### src/hw/rtl/swtc_pkg.sv
// ----------------------------------------------------------------------------
// swtc_pkg
// Shared constants, codes and types of the saliency weighted triangle color
// block.
// ----------------------------------------------------------------------------
package swtc_pkg;

   localparam int DEF_POINTS_PER_SIDE = 4;

   localparam int PIX_W      = 8;
   localparam int SAL_W      = 16;
   localparam int WGT_W      = 17;
   localparam int MEAN_W     = 16;
   localparam int QUOT_W     = 17;
   localparam int CSR_IDX_W  = 2;
   localparam int CSR_DATA_W = 16;
   localparam int TRIS       = 2;
   localparam int CHANS      = 3;
   localparam int LANES      = TRIS * CHANS;

   localparam logic                  USE_SAL_RESET = 1'b1;
   localparam logic [SAL_W-1:0]      BIAS_RESET    = 16'd6554;
   localparam logic [WGT_W-1:0]      WGT_ONE       = 17'h10000;
   localparam logic [MEAN_W-1:0]     MEAN_MAX      = 16'hFFFF;

   typedef enum logic [CSR_IDX_W-1:0] {
      CSR_WEIGHT_ENABLE = 2'd0,
      CSR_WEIGHT_OFFSET = 2'd1
   } csr_index_type;

   typedef struct packed {
      logic full;
      logic empty;
   } q_status_type;

   typedef enum logic [2:0] {
      BK_IDLE = 3'b001,
      BK_RUN  = 3'b010,
      BK_DONE = 3'b100
   } back_state_type;

   // clamp a 17-bit rounded quotient to the 16-bit mean range
   function automatic logic [MEAN_W-1:0] sat_mean(input logic [QUOT_W-1:0] q);
      logic [MEAN_W-1:0] r;
      r = q[QUOT_W-1] ? MEAN_MAX : q[MEAN_W-1:0];
      return r;
   endfunction

endpackage

### src/hw/rtl/swtc_front.sv
// ----------------------------------------------------------------------------
// swtc_front
// Sample accumulator: tracks the grid position, weights each sample and adds
// it into the lower and upper triangle sums; pushes the cell totals on the
// last sample.
// ----------------------------------------------------------------------------
module swtc_front #(
   parameter int POINTS_PER_SIDE = swtc_pkg::DEF_POINTS_PER_SIDE,
   parameter int SUM_W           = 31,
   parameter int WT_W            = 23,
   parameter int SNAP_W          = 6 * SUM_W + 2 * WT_W
) (
   input  logic                            clock,
   input  logic                            reset,
   input  logic                            req_push,
   output logic                            req_full,
   input  logic [swtc_pkg::PIX_W-1:0]      req_pixel_blue,
   input  logic [swtc_pkg::PIX_W-1:0]      req_pixel_green,
   input  logic [swtc_pkg::PIX_W-1:0]      req_pixel_red,
   input  logic [swtc_pkg::SAL_W-1:0]      req_saliency,
   input  logic                            wgt_enable,
   input  logic [swtc_pkg::SAL_W-1:0]      wgt_offset,
   input  swtc_pkg::q_status_type          q_stat,
   output logic                            q_push,
   output logic [SNAP_W-1:0]               q_data
);

   localparam int IW     = $clog2(POINTS_PER_SIDE);
   localparam int PROD_W = swtc_pkg::WGT_W + swtc_pkg::PIX_W;
   localparam logic [IW-1:0] IDX_LAST = IW'(POINTS_PER_SIDE - 1);

   logic [IW-1:0]   i_ff, i_in, j_ff, j_in;
   logic [SUM_W-1:0] sum_ff [swtc_pkg::LANES];
   logic [SUM_W-1:0] sum_in [swtc_pkg::LANES];
   logic [WT_W-1:0]  wsum_ff [swtc_pkg::TRIS];
   logic [WT_W-1:0]  wsum_in [swtc_pkg::TRIS];

   logic                          accept, last, lower, upper;
   logic [IW:0]                   diag;
   logic [swtc_pkg::WGT_W-1:0]    wgt;
   logic [PROD_W-1:0]             prod [swtc_pkg::CHANS];
   logic [swtc_pkg::PIX_W-1:0]    pix  [swtc_pkg::CHANS];
   logic                          tri_sel [swtc_pkg::TRIS];

   assign req_full = q_stat.full;
   assign accept   = req_push & ~req_full;

   assign diag  = {1'b0, i_ff} + {1'b0, j_ff};
   assign lower = diag < (IW + 1)'(POINTS_PER_SIDE);
   assign upper = diag >= (IW + 1)'(POINTS_PER_SIDE - 1);
   assign last  = (i_ff == IDX_LAST) && (j_ff == IDX_LAST);

   assign wgt = wgt_enable ? ({1'b0, req_saliency} + {1'b0, wgt_offset})
                           : swtc_pkg::WGT_ONE;

   assign pix[0] = req_pixel_blue;
   assign pix[1] = req_pixel_green;
   assign pix[2] = req_pixel_red;
   assign tri_sel[0] = lower;
   assign tri_sel[1] = upper;

   always_comb begin
      for (int c = 0; c < swtc_pkg::CHANS; c++) begin
         prod[c] = PROD_W'(wgt) * PROD_W'(pix[c]);
      end
      for (int t = 0; t < swtc_pkg::TRIS; t++) begin
         wsum_in[t] = tri_sel[t] ? wsum_ff[t] + WT_W'(wgt) : wsum_ff[t];
         for (int c = 0; c < swtc_pkg::CHANS; c++) begin
            sum_in[t * swtc_pkg::CHANS + c] = tri_sel[t]
               ? sum_ff[t * swtc_pkg::CHANS + c] + SUM_W'(prod[c])
               : sum_ff[t * swtc_pkg::CHANS + c];
         end
      end
   end

   always_comb begin
      q_data = '0;
      for (int k = 0; k < swtc_pkg::LANES; k++) begin
         q_data[k * SUM_W +: SUM_W] = sum_in[k];
      end
      for (int t = 0; t < swtc_pkg::TRIS; t++) begin
         q_data[swtc_pkg::LANES * SUM_W + t * WT_W +: WT_W] = wsum_in[t];
      end
   end

   assign q_push = accept & last;

   // advance i inside the row, then j
   always_comb begin
      i_in = i_ff;
      j_in = j_ff;
      if (accept) begin
         if (i_ff == IDX_LAST) begin
            i_in = '0;
            j_in = (j_ff == IDX_LAST) ? '0 : j_ff + 1'b1;
         end else begin
            i_in = i_ff + 1'b1;
         end
      end
   end

   always_ff @(posedge clock) begin
      if (reset) begin
         i_ff <= '0;
         j_ff <= '0;
         for (int k = 0; k < swtc_pkg::LANES; k++) sum_ff[k] <= '0;
         for (int t = 0; t < swtc_pkg::TRIS; t++) wsum_ff[t] <= '0;
      end else begin
         i_ff <= i_in;
         j_ff <= j_in;
         if (accept) begin
            // drop the totals once they are handed to the queue
            for (int k = 0; k < swtc_pkg::LANES; k++) sum_ff[k] <= last ? '0 : sum_in[k];
            for (int t = 0; t < swtc_pkg::TRIS; t++) wsum_ff[t] <= last ? '0 : wsum_in[t];
         end
      end
   end

   a_every_sample_counted: assert property (@(posedge clock) disable iff (reset)
      accept |-> (lower || upper))
      else $error("sample falls in neither triangle");

   a_wrap_after_last: assert property (@(posedge clock) disable iff (reset)
      (accept && last) |=> (i_ff == '0 && j_ff == '0 && wsum_ff[0] == '0
                            && wsum_ff[1] == '0))
      else $error("cell state not cleared after last sample");

   a_position_in_grid: assert property (@(posedge clock) disable iff (reset)
      (i_ff <= IDX_LAST) && (j_ff <= IDX_LAST))
      else $error("grid position out of range");

endmodule

### src/hw/rtl/swtc_queue.sv
// ----------------------------------------------------------------------------
// swtc_queue
// Two-entry queue of cell totals between the accumulator and the divider.
// ----------------------------------------------------------------------------
module swtc_queue #(
   parameter int DATA_W = 232
) (
   input  logic                   clock,
   input  logic                   reset,
   input  logic                   push,
   input  logic [DATA_W-1:0]      push_data,
   input  logic                   pop,
   output logic [DATA_W-1:0]      head_data,
   output swtc_pkg::q_status_type stat
);

   logic [DATA_W-1:0] ent_ff [2];
   logic              wr_ff, wr_in, rd_ff, rd_in;
   logic [1:0]        cnt_ff, cnt_in;
   logic              do_push, do_pop;

   assign stat.full  = cnt_ff == 2'd2;
   assign stat.empty = cnt_ff == 2'd0;
   assign do_push    = push & ~stat.full;
   assign do_pop     = pop & ~stat.empty;
   assign head_data  = ent_ff[rd_ff];

   always_comb begin
      wr_in  = do_push ? ~wr_ff : wr_ff;
      rd_in  = do_pop ? ~rd_ff : rd_ff;
      cnt_in = cnt_ff;
      if (do_push && !do_pop) cnt_in = cnt_ff + 2'd1;
      else if (do_pop && !do_push) cnt_in = cnt_ff - 2'd1;
   end

   always_ff @(posedge clock) begin
      if (reset) begin
         wr_ff  <= 1'b0;
         rd_ff  <= 1'b0;
         cnt_ff <= '0;
      end else begin
         wr_ff  <= wr_in;
         rd_ff  <= rd_in;
         cnt_ff <= cnt_in;
      end
   end

   always_ff @(posedge clock) begin
      if (do_push) ent_ff[wr_ff] <= push_data;
   end

   a_no_push_when_full: assert property (@(posedge clock) disable iff (reset)
      push |-> !stat.full)
      else $error("push into a full queue");

   a_no_pop_when_empty: assert property (@(posedge clock) disable iff (reset)
      pop |-> !stat.empty)
      else $error("pop from an empty queue");

   a_count_bounded: assert property (@(posedge clock) disable iff (reset)
      (cnt_ff != 2'd3) && ((cnt_ff == 2'd0) == (wr_ff == rd_ff) || cnt_ff == 2'd2))
      else $error("queue count and pointers disagree");

endmodule

### src/hw/rtl/swtc_back.sv
// ----------------------------------------------------------------------------
// swtc_back
// Divider back end: six restoring dividers, one quotient bit per cycle, turn
// the cell totals into rounded Q0.16 means and hold them in the output
// register.
// ----------------------------------------------------------------------------
module swtc_back #(
   parameter int SUM_W  = 31,
   parameter int WT_W   = 23,
   parameter int SNAP_W = 6 * SUM_W + 2 * WT_W
) (
   input  logic                           clock,
   input  logic                           reset,
   input  swtc_pkg::q_status_type         q_stat,
   input  logic [SNAP_W-1:0]              q_data,
   output logic                           q_pop,
   input  logic                           rsp_pop,
   output logic                           rsp_empty,
   output logic [swtc_pkg::MEAN_W-1:0]    rsp_lower_red,
   output logic [swtc_pkg::MEAN_W-1:0]    rsp_lower_green,
   output logic [swtc_pkg::MEAN_W-1:0]    rsp_lower_blue,
   output logic [swtc_pkg::MEAN_W-1:0]    rsp_upper_red,
   output logic [swtc_pkg::MEAN_W-1:0]    rsp_upper_green,
   output logic [swtc_pkg::MEAN_W-1:0]    rsp_upper_blue,
   output logic                           rsp_weight_zero
);

   localparam int QW     = swtc_pkg::QUOT_W;
   localparam int DEN_W  = WT_W + 8;
   localparam int DVS_W  = DEN_W + 1;
   localparam int REM_W  = DVS_W + 1;
   localparam int NUM_W  = SUM_W + QW + 1;
   localparam int STEP_W = $clog2(QW);
   localparam int NL     = swtc_pkg::LANES;
   localparam int NC     = swtc_pkg::CHANS;
   localparam int NT     = swtc_pkg::TRIS;
   localparam logic [STEP_W-1:0] STEP_LAST = STEP_W'(QW - 1);

   swtc_pkg::back_state_type state_ff, state_in;
   logic [STEP_W-1:0] step_ff, step_in;
   logic              out_valid_ff, out_valid_in;

   logic [REM_W-1:0]  rem_ff [NL];
   logic [QW-1:0]     quo_ff [NL];
   logic [DVS_W-1:0]  dvs_ff [NT];
   logic              wzero_ff [NT];

   logic [SUM_W-1:0]  sum_hd  [NL];
   logic [WT_W-1:0]   wsum_hd [NT];
   logic [DEN_W-1:0]  den_hd  [NT];
   logic [NUM_W-1:0]  num_hd  [NL];
   logic [REM_W-1:0]  shifted [NL];
   logic [REM_W-1:0]  rem_nx  [NL];
   logic [QW-1:0]     quo_nx  [NL];
   logic [swtc_pkg::MEAN_W-1:0] mean [NL];
   logic              load, out_load;

   logic [swtc_pkg::MEAN_W-1:0] out_mean_ff [NL];
   logic                        out_zero_ff;

   // unpack the cell totals and form divisor and numerator
   always_comb begin
      for (int t = 0; t < NT; t++) begin
         wsum_hd[t] = q_data[NL * SUM_W + t * WT_W +: WT_W];
         den_hd[t]  = {wsum_hd[t], 8'b0} - {8'b0, wsum_hd[t]};
      end
      for (int k = 0; k < NL; k++) begin
         sum_hd[k] = q_data[k * SUM_W +: SUM_W];
         num_hd[k] = {1'b0, sum_hd[k], {QW{1'b0}}}
                   + {{(NUM_W - DEN_W){1'b0}}, den_hd[k / NC]};
      end
   end

   // one restoring step in every lane
   always_comb begin
      for (int k = 0; k < NL; k++) begin
         shifted[k] = {rem_ff[k][REM_W-2:0], quo_ff[k][QW-1]};
         if (shifted[k] >= {1'b0, dvs_ff[k / NC]}) begin
            rem_nx[k] = shifted[k] - {1'b0, dvs_ff[k / NC]};
            quo_nx[k] = {quo_ff[k][QW-2:0], 1'b1};
         end else begin
            rem_nx[k] = shifted[k];
            quo_nx[k] = {quo_ff[k][QW-2:0], 1'b0};
         end
         mean[k] = wzero_ff[k / NC] ? '0 : swtc_pkg::sat_mean(quo_ff[k]);
      end
   end

   assign load     = (state_ff == swtc_pkg::BK_IDLE) && !q_stat.empty;
   assign q_pop    = load;
   assign out_load = (state_ff == swtc_pkg::BK_DONE) && (!out_valid_ff || rsp_pop);

   always_comb begin
      state_in = state_ff;
      step_in  = step_ff;
      case (state_ff)
         swtc_pkg::BK_IDLE: begin
            step_in = '0;
            if (load) state_in = swtc_pkg::BK_RUN;
         end
         swtc_pkg::BK_RUN: begin
            step_in = step_ff + 1'b1;
            if (step_ff == STEP_LAST) state_in = swtc_pkg::BK_DONE;
         end
         swtc_pkg::BK_DONE: begin
            if (out_load) state_in = swtc_pkg::BK_IDLE;
         end
         default: state_in = swtc_pkg::BK_IDLE;
      endcase
   end

   always_comb begin
      out_valid_in = out_valid_ff;
      if (out_load) out_valid_in = 1'b1;
      else if (rsp_pop) out_valid_in = 1'b0;
   end

   always_ff @(posedge clock) begin
      if (reset) begin
         state_ff     <= swtc_pkg::BK_IDLE;
         step_ff      <= '0;
         out_valid_ff <= 1'b0;
      end else begin
         state_ff     <= state_in;
         step_ff      <= step_in;
         out_valid_ff <= out_valid_in;
      end
   end

   always_ff @(posedge clock) begin
      if (load) begin
         for (int t = 0; t < NT; t++) begin
            dvs_ff[t]   <= {den_hd[t], 1'b0};
            wzero_ff[t] <= wsum_hd[t] == '0;
         end
         for (int k = 0; k < NL; k++) begin
            rem_ff[k] <= {1'b0, num_hd[k][NUM_W-1:QW]};
            quo_ff[k] <= num_hd[k][QW-1:0];
         end
      end else if (state_ff == swtc_pkg::BK_RUN) begin
         for (int k = 0; k < NL; k++) begin
            rem_ff[k] <= rem_nx[k];
            quo_ff[k] <= quo_nx[k];
         end
      end
   end

   always_ff @(posedge clock) begin
      if (out_load) begin
         for (int k = 0; k < NL; k++) out_mean_ff[k] <= mean[k];
         out_zero_ff <= wzero_ff[0] | wzero_ff[1];
      end
   end

   // lanes hold B,G,R per triangle; ports are R,G,B
   assign rsp_empty       = ~out_valid_ff;
   assign rsp_lower_blue  = out_mean_ff[0];
   assign rsp_lower_green = out_mean_ff[1];
   assign rsp_lower_red   = out_mean_ff[2];
   assign rsp_upper_blue  = out_mean_ff[3];
   assign rsp_upper_green = out_mean_ff[4];
   assign rsp_upper_red   = out_mean_ff[5];
   assign rsp_weight_zero = out_zero_ff;

   a_result_from_done: assert property (@(posedge clock) disable iff (reset)
      $rose(out_valid_ff) |-> $past(state_ff == swtc_pkg::BK_DONE))
      else $error("result appeared without a finished division");

   a_step_bounded: assert property (@(posedge clock) disable iff (reset)
      (state_ff == swtc_pkg::BK_RUN) |-> (step_ff <= STEP_LAST))
      else $error("divider ran past its last step");

   a_rem_below_divisor: assert property (@(posedge clock) disable iff (reset)
      (state_ff != swtc_pkg::BK_IDLE && dvs_ff[0] != '0)
         |-> (rem_ff[0] < {1'b0, dvs_ff[0]}))
      else $error("partial remainder not below divisor");

endmodule

### src/hw/rtl/saliency_weighted_triangle_color_top.sv
// ----------------------------------------------------------------------------
// saliency_weighted_triangle_color_top
// Weighted mean colors of the two triangles of one grid cell.
// ----------------------------------------------------------------------------
// The block takes POINTS_PER_SIDE squared samples per cell, one per cycle while
// req_full is low, in row order, and after the last one returns both triangle
// means as one result transaction. Samples are accumulated at one per clock
// unless req_full holds them off; each finished cell then goes through a
// two-entry queue into six restoring dividers that make one quotient bit per
// cycle, so a cell passes the back end as one load, 17 steps and one store.
// The accumulator takes the samples of the next cell while the dividers work,
// and one finished cell in the queue, one in the dividers and one result may
// wait without stopping the sample input; a full queue raises req_full.
// Configuration registers are always ready; unknown register indexes are
// ignored.
// ----------------------------------------------------------------------------
module saliency_weighted_triangle_color_top #(
   parameter int POINTS_PER_SIDE = swtc_pkg::DEF_POINTS_PER_SIDE
) (
   input  logic                               clock,
   input  logic                               reset,
   input  logic                               req_push,
   output logic                               req_full,
   input  logic [swtc_pkg::PIX_W-1:0]         req_pixel_blue,
   input  logic [swtc_pkg::PIX_W-1:0]         req_pixel_green,
   input  logic [swtc_pkg::PIX_W-1:0]         req_pixel_red,
   input  logic [swtc_pkg::SAL_W-1:0]         req_saliency,
   output logic                               rsp_empty,
   input  logic                               rsp_pop,
   output logic [swtc_pkg::MEAN_W-1:0]        rsp_lower_red,
   output logic [swtc_pkg::MEAN_W-1:0]        rsp_lower_green,
   output logic [swtc_pkg::MEAN_W-1:0]        rsp_lower_blue,
   output logic [swtc_pkg::MEAN_W-1:0]        rsp_upper_red,
   output logic [swtc_pkg::MEAN_W-1:0]        rsp_upper_green,
   output logic [swtc_pkg::MEAN_W-1:0]        rsp_upper_blue,
   output logic                               rsp_weight_zero,
   input  logic                               csr_valid,
   output logic                               csr_ready,
   input  logic [swtc_pkg::CSR_IDX_W-1:0]     csr_index,
   input  logic [swtc_pkg::CSR_DATA_W-1:0]    csr_data
);

   localparam int CNT_W  = $clog2(POINTS_PER_SIDE * POINTS_PER_SIDE + 1);
   localparam int WT_W   = swtc_pkg::WGT_W + CNT_W;
   localparam int SUM_W  = WT_W + swtc_pkg::PIX_W;
   localparam int SNAP_W = swtc_pkg::LANES * SUM_W + swtc_pkg::TRIS * WT_W;

   logic                         use_sal_ff;
   logic [swtc_pkg::SAL_W-1:0]   bias_ff;
   logic                         csr_wr;

   swtc_pkg::q_status_type       q_stat;
   logic                         q_push, q_pop;
   logic [SNAP_W-1:0]            q_wdata, q_rdata;

   assign csr_ready = 1'b1;
   assign csr_wr    = csr_valid & csr_ready;

   always_ff @(posedge clock) begin
      if (reset) begin
         use_sal_ff <= swtc_pkg::USE_SAL_RESET;
         bias_ff    <= swtc_pkg::BIAS_RESET;
      end else if (csr_wr) begin
         case (swtc_pkg::csr_index_type'(csr_index))
            swtc_pkg::CSR_WEIGHT_ENABLE: use_sal_ff <= csr_data[0];
            swtc_pkg::CSR_WEIGHT_OFFSET: bias_ff    <= csr_data;
            default: ;
         endcase
      end
   end

   swtc_front #(
      .POINTS_PER_SIDE (POINTS_PER_SIDE),
      .SUM_W           (SUM_W),
      .WT_W            (WT_W),
      .SNAP_W          (SNAP_W)
   ) u_front (
      .clock           (clock),
      .reset           (reset),
      .req_push        (req_push),
      .req_full        (req_full),
      .req_pixel_blue  (req_pixel_blue),
      .req_pixel_green (req_pixel_green),
      .req_pixel_red   (req_pixel_red),
      .req_saliency    (req_saliency),
      .wgt_enable      (use_sal_ff),
      .wgt_offset      (bias_ff),
      .q_stat          (q_stat),
      .q_push          (q_push),
      .q_data          (q_wdata)
   );

   swtc_queue #(
      .DATA_W    (SNAP_W)
   ) u_queue (
      .clock     (clock),
      .reset     (reset),
      .push      (q_push),
      .push_data (q_wdata),
      .pop       (q_pop),
      .head_data (q_rdata),
      .stat      (q_stat)
   );

   swtc_back #(
      .SUM_W           (SUM_W),
      .WT_W            (WT_W),
      .SNAP_W          (SNAP_W)
   ) u_back (
      .clock           (clock),
      .reset           (reset),
      .q_stat          (q_stat),
      .q_data          (q_rdata),
      .q_pop           (q_pop),
      .rsp_pop         (rsp_pop),
      .rsp_empty       (rsp_empty),
      .rsp_lower_red   (rsp_lower_red),
      .rsp_lower_green (rsp_lower_green),
      .rsp_lower_blue  (rsp_lower_blue),
      .rsp_upper_red   (rsp_upper_red),
      .rsp_upper_green (rsp_upper_green),
      .rsp_upper_blue  (rsp_upper_blue),
      .rsp_weight_zero (rsp_weight_zero)
   );

endmodule
### config.mk
export PLATFORM = sky130hd
export DESIGN_NAME = saliency_weighted_triangle_color_top
export DESIGN_NICKNAME = d
export VERILOG_FILES = /design/src/hw/rtl/swtc_pkg.sv /design/src/hw/rtl/swtc_front.sv /design/src/hw/rtl/swtc_queue.sv /design/src/hw/rtl/swtc_back.sv /design/src/hw/rtl/saliency_weighted_triangle_color_top.sv
export SDC_FILE = /design/constraint.sdc
export NUM_CORES = 2
export LEC_CHECK = 0
export BUFFER_PORTS_ARGS = -buffer_cell sky130_fd_sc_hd__buf_2
export CAP_MARGIN = 20
export CORE_UTILIZATION = 65
export DETAILED_ROUTE_END_ITERATION = 16
export GPL_TIMING_DRIVEN = 0
export PLACE_DENSITY_LB_ADDON = 0.05
export SETUP_SLACK_MARGIN = 0.05
export SLEW_MARGIN = 10
export SYNTH_ARGS = -nofsm -noshare
export SYNTH_HDL_FRONTEND = slang
export SYNTH_SLANG_ARGS = --single-unit
### constraint.sdc
create_clock -name clock -period 45 [get_ports clock]
set_clock_uncertainty 0.1 [all_clocks]
set_input_delay 11.25 -clock clock [delete_from_list [all_inputs] [get_ports clock]]
set_output_delay 11.25 -clock clock [all_outputs]
set_load 0.02 [all_outputs]
Word-level counts from Yosys, hierarchy flattened
Memories as Yosys holds them, arrays and structs flattened. A register that Yosys moved wholly into a read port is not among the register bits.
Index checks and enable logic that the tools add are counted.
{"block": "totals", "reg_bits": 35, "latch_bits": 0, "ram_bits": 1124, "romBits": 0, "inputBits": 63, "output_inout_bits": 100, "wordCells": 209, "n_memories": 8}
{"name": "u_queue.ent_ff", "depth": 2, "word_bits": 224, "read_ports": 1, "rd_ports_with_merged_regs": 1, "wr": 1, "line": "swtc_queue.sv:17", "rtl": "logic [DATA_W-1:0] ent_ff [2];"}
{"name": "u_back.rem_ff", "depth": 6, "word_bits": 32, "read_ports": 6, "rd_ports_with_merged_regs": 0, "wr": 6, "line": "swtc_back.sv:43", "rtl": "logic [REM_W-1:0] rem_ff [NL];"}
{"name": "u_front.sum_ff", "depth": 6, "word_bits": 30, "read_ports": 6, "rd_ports_with_merged_regs": 0, "wr": 6, "line": "swtc_front.sv:33", "rtl": "logic [SUM_W-1:0] sum_ff [swtc_pkg::LANES];"}
{"name": "u_back.quo_ff", "depth": 6, "word_bits": 17, "read_ports": 6, "rd_ports_with_merged_regs": 0, "wr": 6, "line": "swtc_back.sv:44", "rtl": "logic [QW-1:0] quo_ff [NL];"}
{"name": "u_back.out_mean_ff", "depth": 6, "word_bits": 16, "read_ports": 6, "rd_ports_with_merged_regs": 0, "wr": 6, "line": "swtc_back.sv:58", "rtl": "logic [swtc_pkg::MEAN_W-1:0] out_mean_ff [NL];"}
{"name": "u_back.dvs_ff", "depth": 2, "word_bits": 30, "read_ports": 2, "rd_ports_with_merged_regs": 0, "wr": 2, "line": "swtc_back.sv:45", "rtl": "logic [DVS_W-1:0] dvs_ff [NT];"}
{"name": "2 more memories"}
{"block": "op_classes", "add_sub_neg": 29, "multipliers": 3, "n_div": 0, "order_cmp": 8, "n_eq_ne": 11, "shift": 0, "n_mux": 88, "bitwise": 30, "n_reduce_logical": 21}
{"op": "2-to-1 mux 30 bit", "n": 18}
{"op": "2-to-1 mux 32 bit", "n": 12}
{"op": "adder 47 x 30 -> 48 bit", "n": 6}
{"op": "greater-or-equal comparator 32 x 31 -> 1 bit", "n": 6}
{"op": "2-to-1 mux 16 bit", "n": 12}
{"op": "subtractor 32 x 31 -> 32 bit", "n": 6}
{"op": "adder 30 x 25 -> 30 bit", "n": 6}
{"op": "2-to-1 mux 22 bit", "n": 6}
{"op": "2-to-1 mux 17 bit", "n": 7}
{"op": "multiplier 17 x 8 -> 25 bit", "n": 3}
{"op": "subtractor 30 x 22 -> 30 bit", "n": 2}
{"op": "adder 22 x 17 -> 22 bit", "n": 2}
{"op": "zero test 22 bit", "n": 2}
{"op": "2-to-1 mux 1 bit", "n": 24}
{"op": "OR 1 bit", "n": 21}
{"op": "adder 16 x 16 -> 17 bit", "n": 1}
{"op": "one-hot mux 5 bit (2 select lines)", "n": 1}
{"op": "2-to-1 mux 3 bit", "n": 3}
{"op": "one-hot mux 3 bit (3 select lines)", "n": 1}
{"op": "2-to-1 mux 2 bit", "n": 4}
{"op": "adder 2 x 1 -> 2 bit (second input constant)", "n": 3}
{"op": "== test 2 bit (second input constant)", "n": 3}
{"op": "AND reduction 2 bit", "n": 3}
{"op": "nonzero test 2 bit", "n": 3}
{"op": "other kinds (19)", "n": 35}

Logic depth before layout (Yosys ltp)
{"block": "logic_depth", "depth_word": 9, "depth_mapped": 41, "ltp_nobuf": 39}

By module
From an unflattened synthesis, not the netlist that was laid out.
{"block": "unflattened", "cells_unflattened": 8892, "hier_area_um2": 88821.4}
{"mod": "swtc_back", "instances": 1, "cells_per_inst": 3896, "area_each_um2": 35657.9, "seq_area_each_um2": 13603.0}
{"mod": "swtc_front", "instances": 1, "cells_per_inst": 4197, "area_each_um2": 35375.2, "seq_area_each_um2": 6806.5}
{"mod": "swtc_queue", "instances": 1, "cells_per_inst": 722, "area_each_um2": 17035.1, "seq_area_each_um2": 13553.0}
{"mod": "saliency_weighted_triangle_color_top", "instances": 1, "cells_per_inst": 77, "area_each_um2": 753.2, "seq_area_each_um2": 340.3}

Least setup slack after synthesis
Ideal clock, no wire load.
{"block": "synth_path", "kind": "in2reg", "from": "in req_push", "to": "mem u_queue.ent_ff[0][0] (netlist name), enable pin", "setup_ns": 1.083, "t_arrival_ns": 26.632, "required_time_ns": 43.817, "path_slack_ns": 17.185, "path_stages": 2, "path_buffers": 0, "cell_sequence": "nand2_1 -> nor3_1"}
{"block": "synth_via", "elab_chain_len": 5}
{"item": "from (decl)", "line": "saliency_weighted_triangle_color_top.sv:22", "rtl": "input logic req_push,"}
{"item": "AND 1 bit", "line": "swtc_front.sv:46", "rtl": "assign accept = req_push & ~req_full;"}
{"item": "AND 1 bit", "line": "swtc_front.sv:86", "rtl": "assign q_push = accept & last;"}
{"item": "AND 1 bit", "line": "swtc_queue.sv:24", "rtl": "assign do_push = push & ~stat.full;"}
{"item": "2-to-1 mux 1 bit", "line": "swtc_queue.sv:49", "rtl": "if (do_push) ent_ff[wr_ff] <= push_data;"}
{"item": "2-to-1 mux 1 bit (implied by the code)", "line": "swtc_queue.sv:49"}
{"item": "to (decl)", "line": "swtc_queue.sv:17"}
Every way passes these cells.

==> impl_metrics.toml <==
[critical_path]
critPathMaxFanout = 10
cpPeakStageDelay_ns = 0.92
setup.worst_path.end_class = "register"
crit_arrival_ns = 21.92
critPathKind = "input pin to register"
cp_slowest_cell = "a21oi_1"
cp-start-kind = "input pin"
cpLargestDelayFamily = "compound AO/OA/AOI/OAI gates"
reg2reg_slack_ns = 33.75
critPathRequiredTime_ns = 45.41
crit_buf_inv = 5

[timing]
finalCritPeriodShare = 0.478
timing.fmax_mhz = 46.5
setup_slack_ns = 23.49
setup_tns_ns = 0
rsz0062_at_grt = "no"
hold_viol_final = 0
worstMarginPinSlew_ns = 1.34
min_period_ns = 21.51
drv_slew = 0
relSlewSlack = 0.110
setup_viol = 0

[route]
wirelength_mm = 296
first_pass_iters = 9
vias = 70600
ant_nets = 0
detail_route.wl_per_cell_um = 27.5
drtIter0Drc = 9669
drc_errors = 0
via_per_inst = 6.56

[floorplan]
io_pins = 163
die_area_sq_um = 134000
rows = 133
die_y_um = 366
start_util = 0.655
core_sq_um = 131000
die_w_um = 366

[outcome]
status = "completed"

[yosys]
synthTopCellsByArea = "edfxtp_1, ha_1, fa_1"
synth_fp_nets = 9543
synth_seq_cells = 1154
synthArstFlopShare = 0
ys_types = 117
yosys_warnings = 0
yosysTopAreaCell = "edfxtp_1"
synth-edff-count = 1119
netlist_area_sq_um = 86100
ys_seq_area_frac = 0.399
syn_inst = 8547
yosysTopAreaCellShare = 0.390
ys.flop_type = "edfxtp_1"
postSynthAreaPerCell_sq_um = 10.1

[final_layout]
fin_cells = 10800
multiInputGateArea_sq_um = 48500
seqCellArea_sq_um = 34300
fillCellCount = 9630
syn_to_final_growth_pct = 9.41
final_util = 0.716
drive_gt1_frac = 0.0849
nets = 9885

[clock_tree]
clk_latency_ns = 0.83
cts_resized = 0
h-tree-depth = 3
cts_made_buffers = 120
postCtsSetupRepairBufs = 0
clockBufferDepth = 3
clk_pin_slew_ns = 0.06
cts_tree = "yes"
hold_buffers = 0
root_buffer = "clkbuf_16"
cts.sinks = 1154

[run]
maxCapViolations = 0

[place]
port_buffers = 161
hpwl_mm = 233
place_inst = 10500
dp_slack_ns = 23.14
routabilityCongestion = 1.08

[global_routing]
grt_pass1_wl_mm = 427
grt_max_degree = 65
grt_usage = 0.432
grt_pass1_vias = 66900
antenna_found_initial = 17
grt_overflow = 0

[worst_hold_path]
min_path_type = "register to register"
==> placed cells by master, fill, tap and decap left out, types with 38 or more instances in the layout <==
cell / instances
o31ai_1: 38
a21o_1: 274
edfxtp_1: 1119
mux2_2: 171
and3_1: 214
xor2_1: 228
nand4_1: 55
a211oi_1: 78
and2_1: 245
nor2_1: 825
o21bai_1: 66
clkbuf_16: 120
nor3_1: 136
nand3_1: 125
or3_1: 49
fa_1: 292
inv_1: 518
a21oi_1: 669
nand2b_1: 86
clkbuf_1: 242
or2_2: 38
xnor2_1: 358
mux2i_1: 136
a31oi_1: 66
ha_1: 641
o211ai_1: 45
o21ai_0: 340
buf_2: 209
nand2_1: 702
o21a_1: 118
nor2b_1: 117
==> through the flow <==
step	hold WS (ns)	area [sq um]
2_1_floorplan	0.340	86100
3_3_place_gp	0.345	89100
3_5_place_dp	0.356	89900
4_1_cts	0.367	94100
5_1_grt	0.385	94100
6_report	0.364	94200
==> registers in the layout, indices dropped and copies added (netlist names), 2 cells and up, named ones only <==
signal,flops
u_back.wzero_ff,2
u_front.i_ff,2
u_back.quo_ff,102
u_front.wsum_ff,44
u_front.j_ff,2
u_back.state_ff,3
u_back.dvs_ff,60
u_queue.cnt_ff,2
u_front.sum_ff,180
u_back.rem_ff,186
u_back.step_ff,5
u_queue.ent_ff,448
bias_ff,16
u_back.out_mean_ff,96
==> final cells by class <==
| cell class | instances | share of cell area |
|---|---|---|
| Antenna cell | 12 | 0.000319 |
| Buffer | 313 | 0.0140 |
| Clock buffer | 137 | 0.0326 |
| Clock inverter | 86 | 0.0118 |
| Inverter | 520 | 0.0208 |
| Multi-Input combinational cell | 6560 | 0.516 |
| Sequential cell | 1154 | 0.364 |
| Tap cell | 1755 | 0.0233 |
| Timing Repair Buffer | 220 | 0.0173 |
==> cell usage after synthesis (45+ instances only) <==
master and number:
buf_2 46, xnor2_1 360, a21oi_1 669, mux2_2 171, a31oi_1 66, a21o_1 274, mux2i_1 136, nor2_1 826
o21a_1 118, a211oi_1 78, nor3_1 137, or3_1 49, inv_1 519, nand4_1 55, and2_1 246, and3_1 214
nor2b_1 117, o211ai_1 45, nand2b_1 87, clkbuf_1 227, edfxtp_1 1119, ha_1 641, o21bai_1 66, o21ai_0 341
xor2_1 229, fa_1 292, nand2_1 703, nand3_1 125
==> per-layer routing <==
metal	GRT usage	vias up	share of wire
met3	0.0831	881	0.12
met1	0.562	33700	0.37
li1	-	31500	-
met4	0.323	14	0.087
met2	0.644	4617	0.43
met5	0	-	0.00034
==> worst reg2reg max path, delay by kind of cell, from the launching register on <==
kind	cells	cell delay [ns]
AOI/OAI and AO/OA	14	3.84
adders and majority gates	7	3.16
and+or+nand+nor	9	1.46
xor gates and xnor gates	2	1.10
buffers and inverters	4	1.02
DFF	1	0.32
==> cells by family after synthesis <==
family / synth area share
adders and majority gates: 0.161
muxes: 0.0385
buffers and inverters: 0.0379
other: 0.0000436
AOI/OAI and AO/OA: 0.152
DFF: 0.399
and+or+nand+nor: 0.151
xor gates and xnor gates: 0.0601
==> worst paths after layout <==
check	endpoint	start	cells past startpoint
max	u_front.sum_ff[0][119]	req_saliency[1]	37
min	bias_ff[9]	bias_ff[9]	2
max reg2reg	u_front.sum_ff[0][119]	bias_ff[1]	36
min reg2reg	bias_ff[9]	bias_ff[9]	2
Power is not shown: default switching activity piles up to over one toggle a cycle in this logic, so the estimate is an artifact.
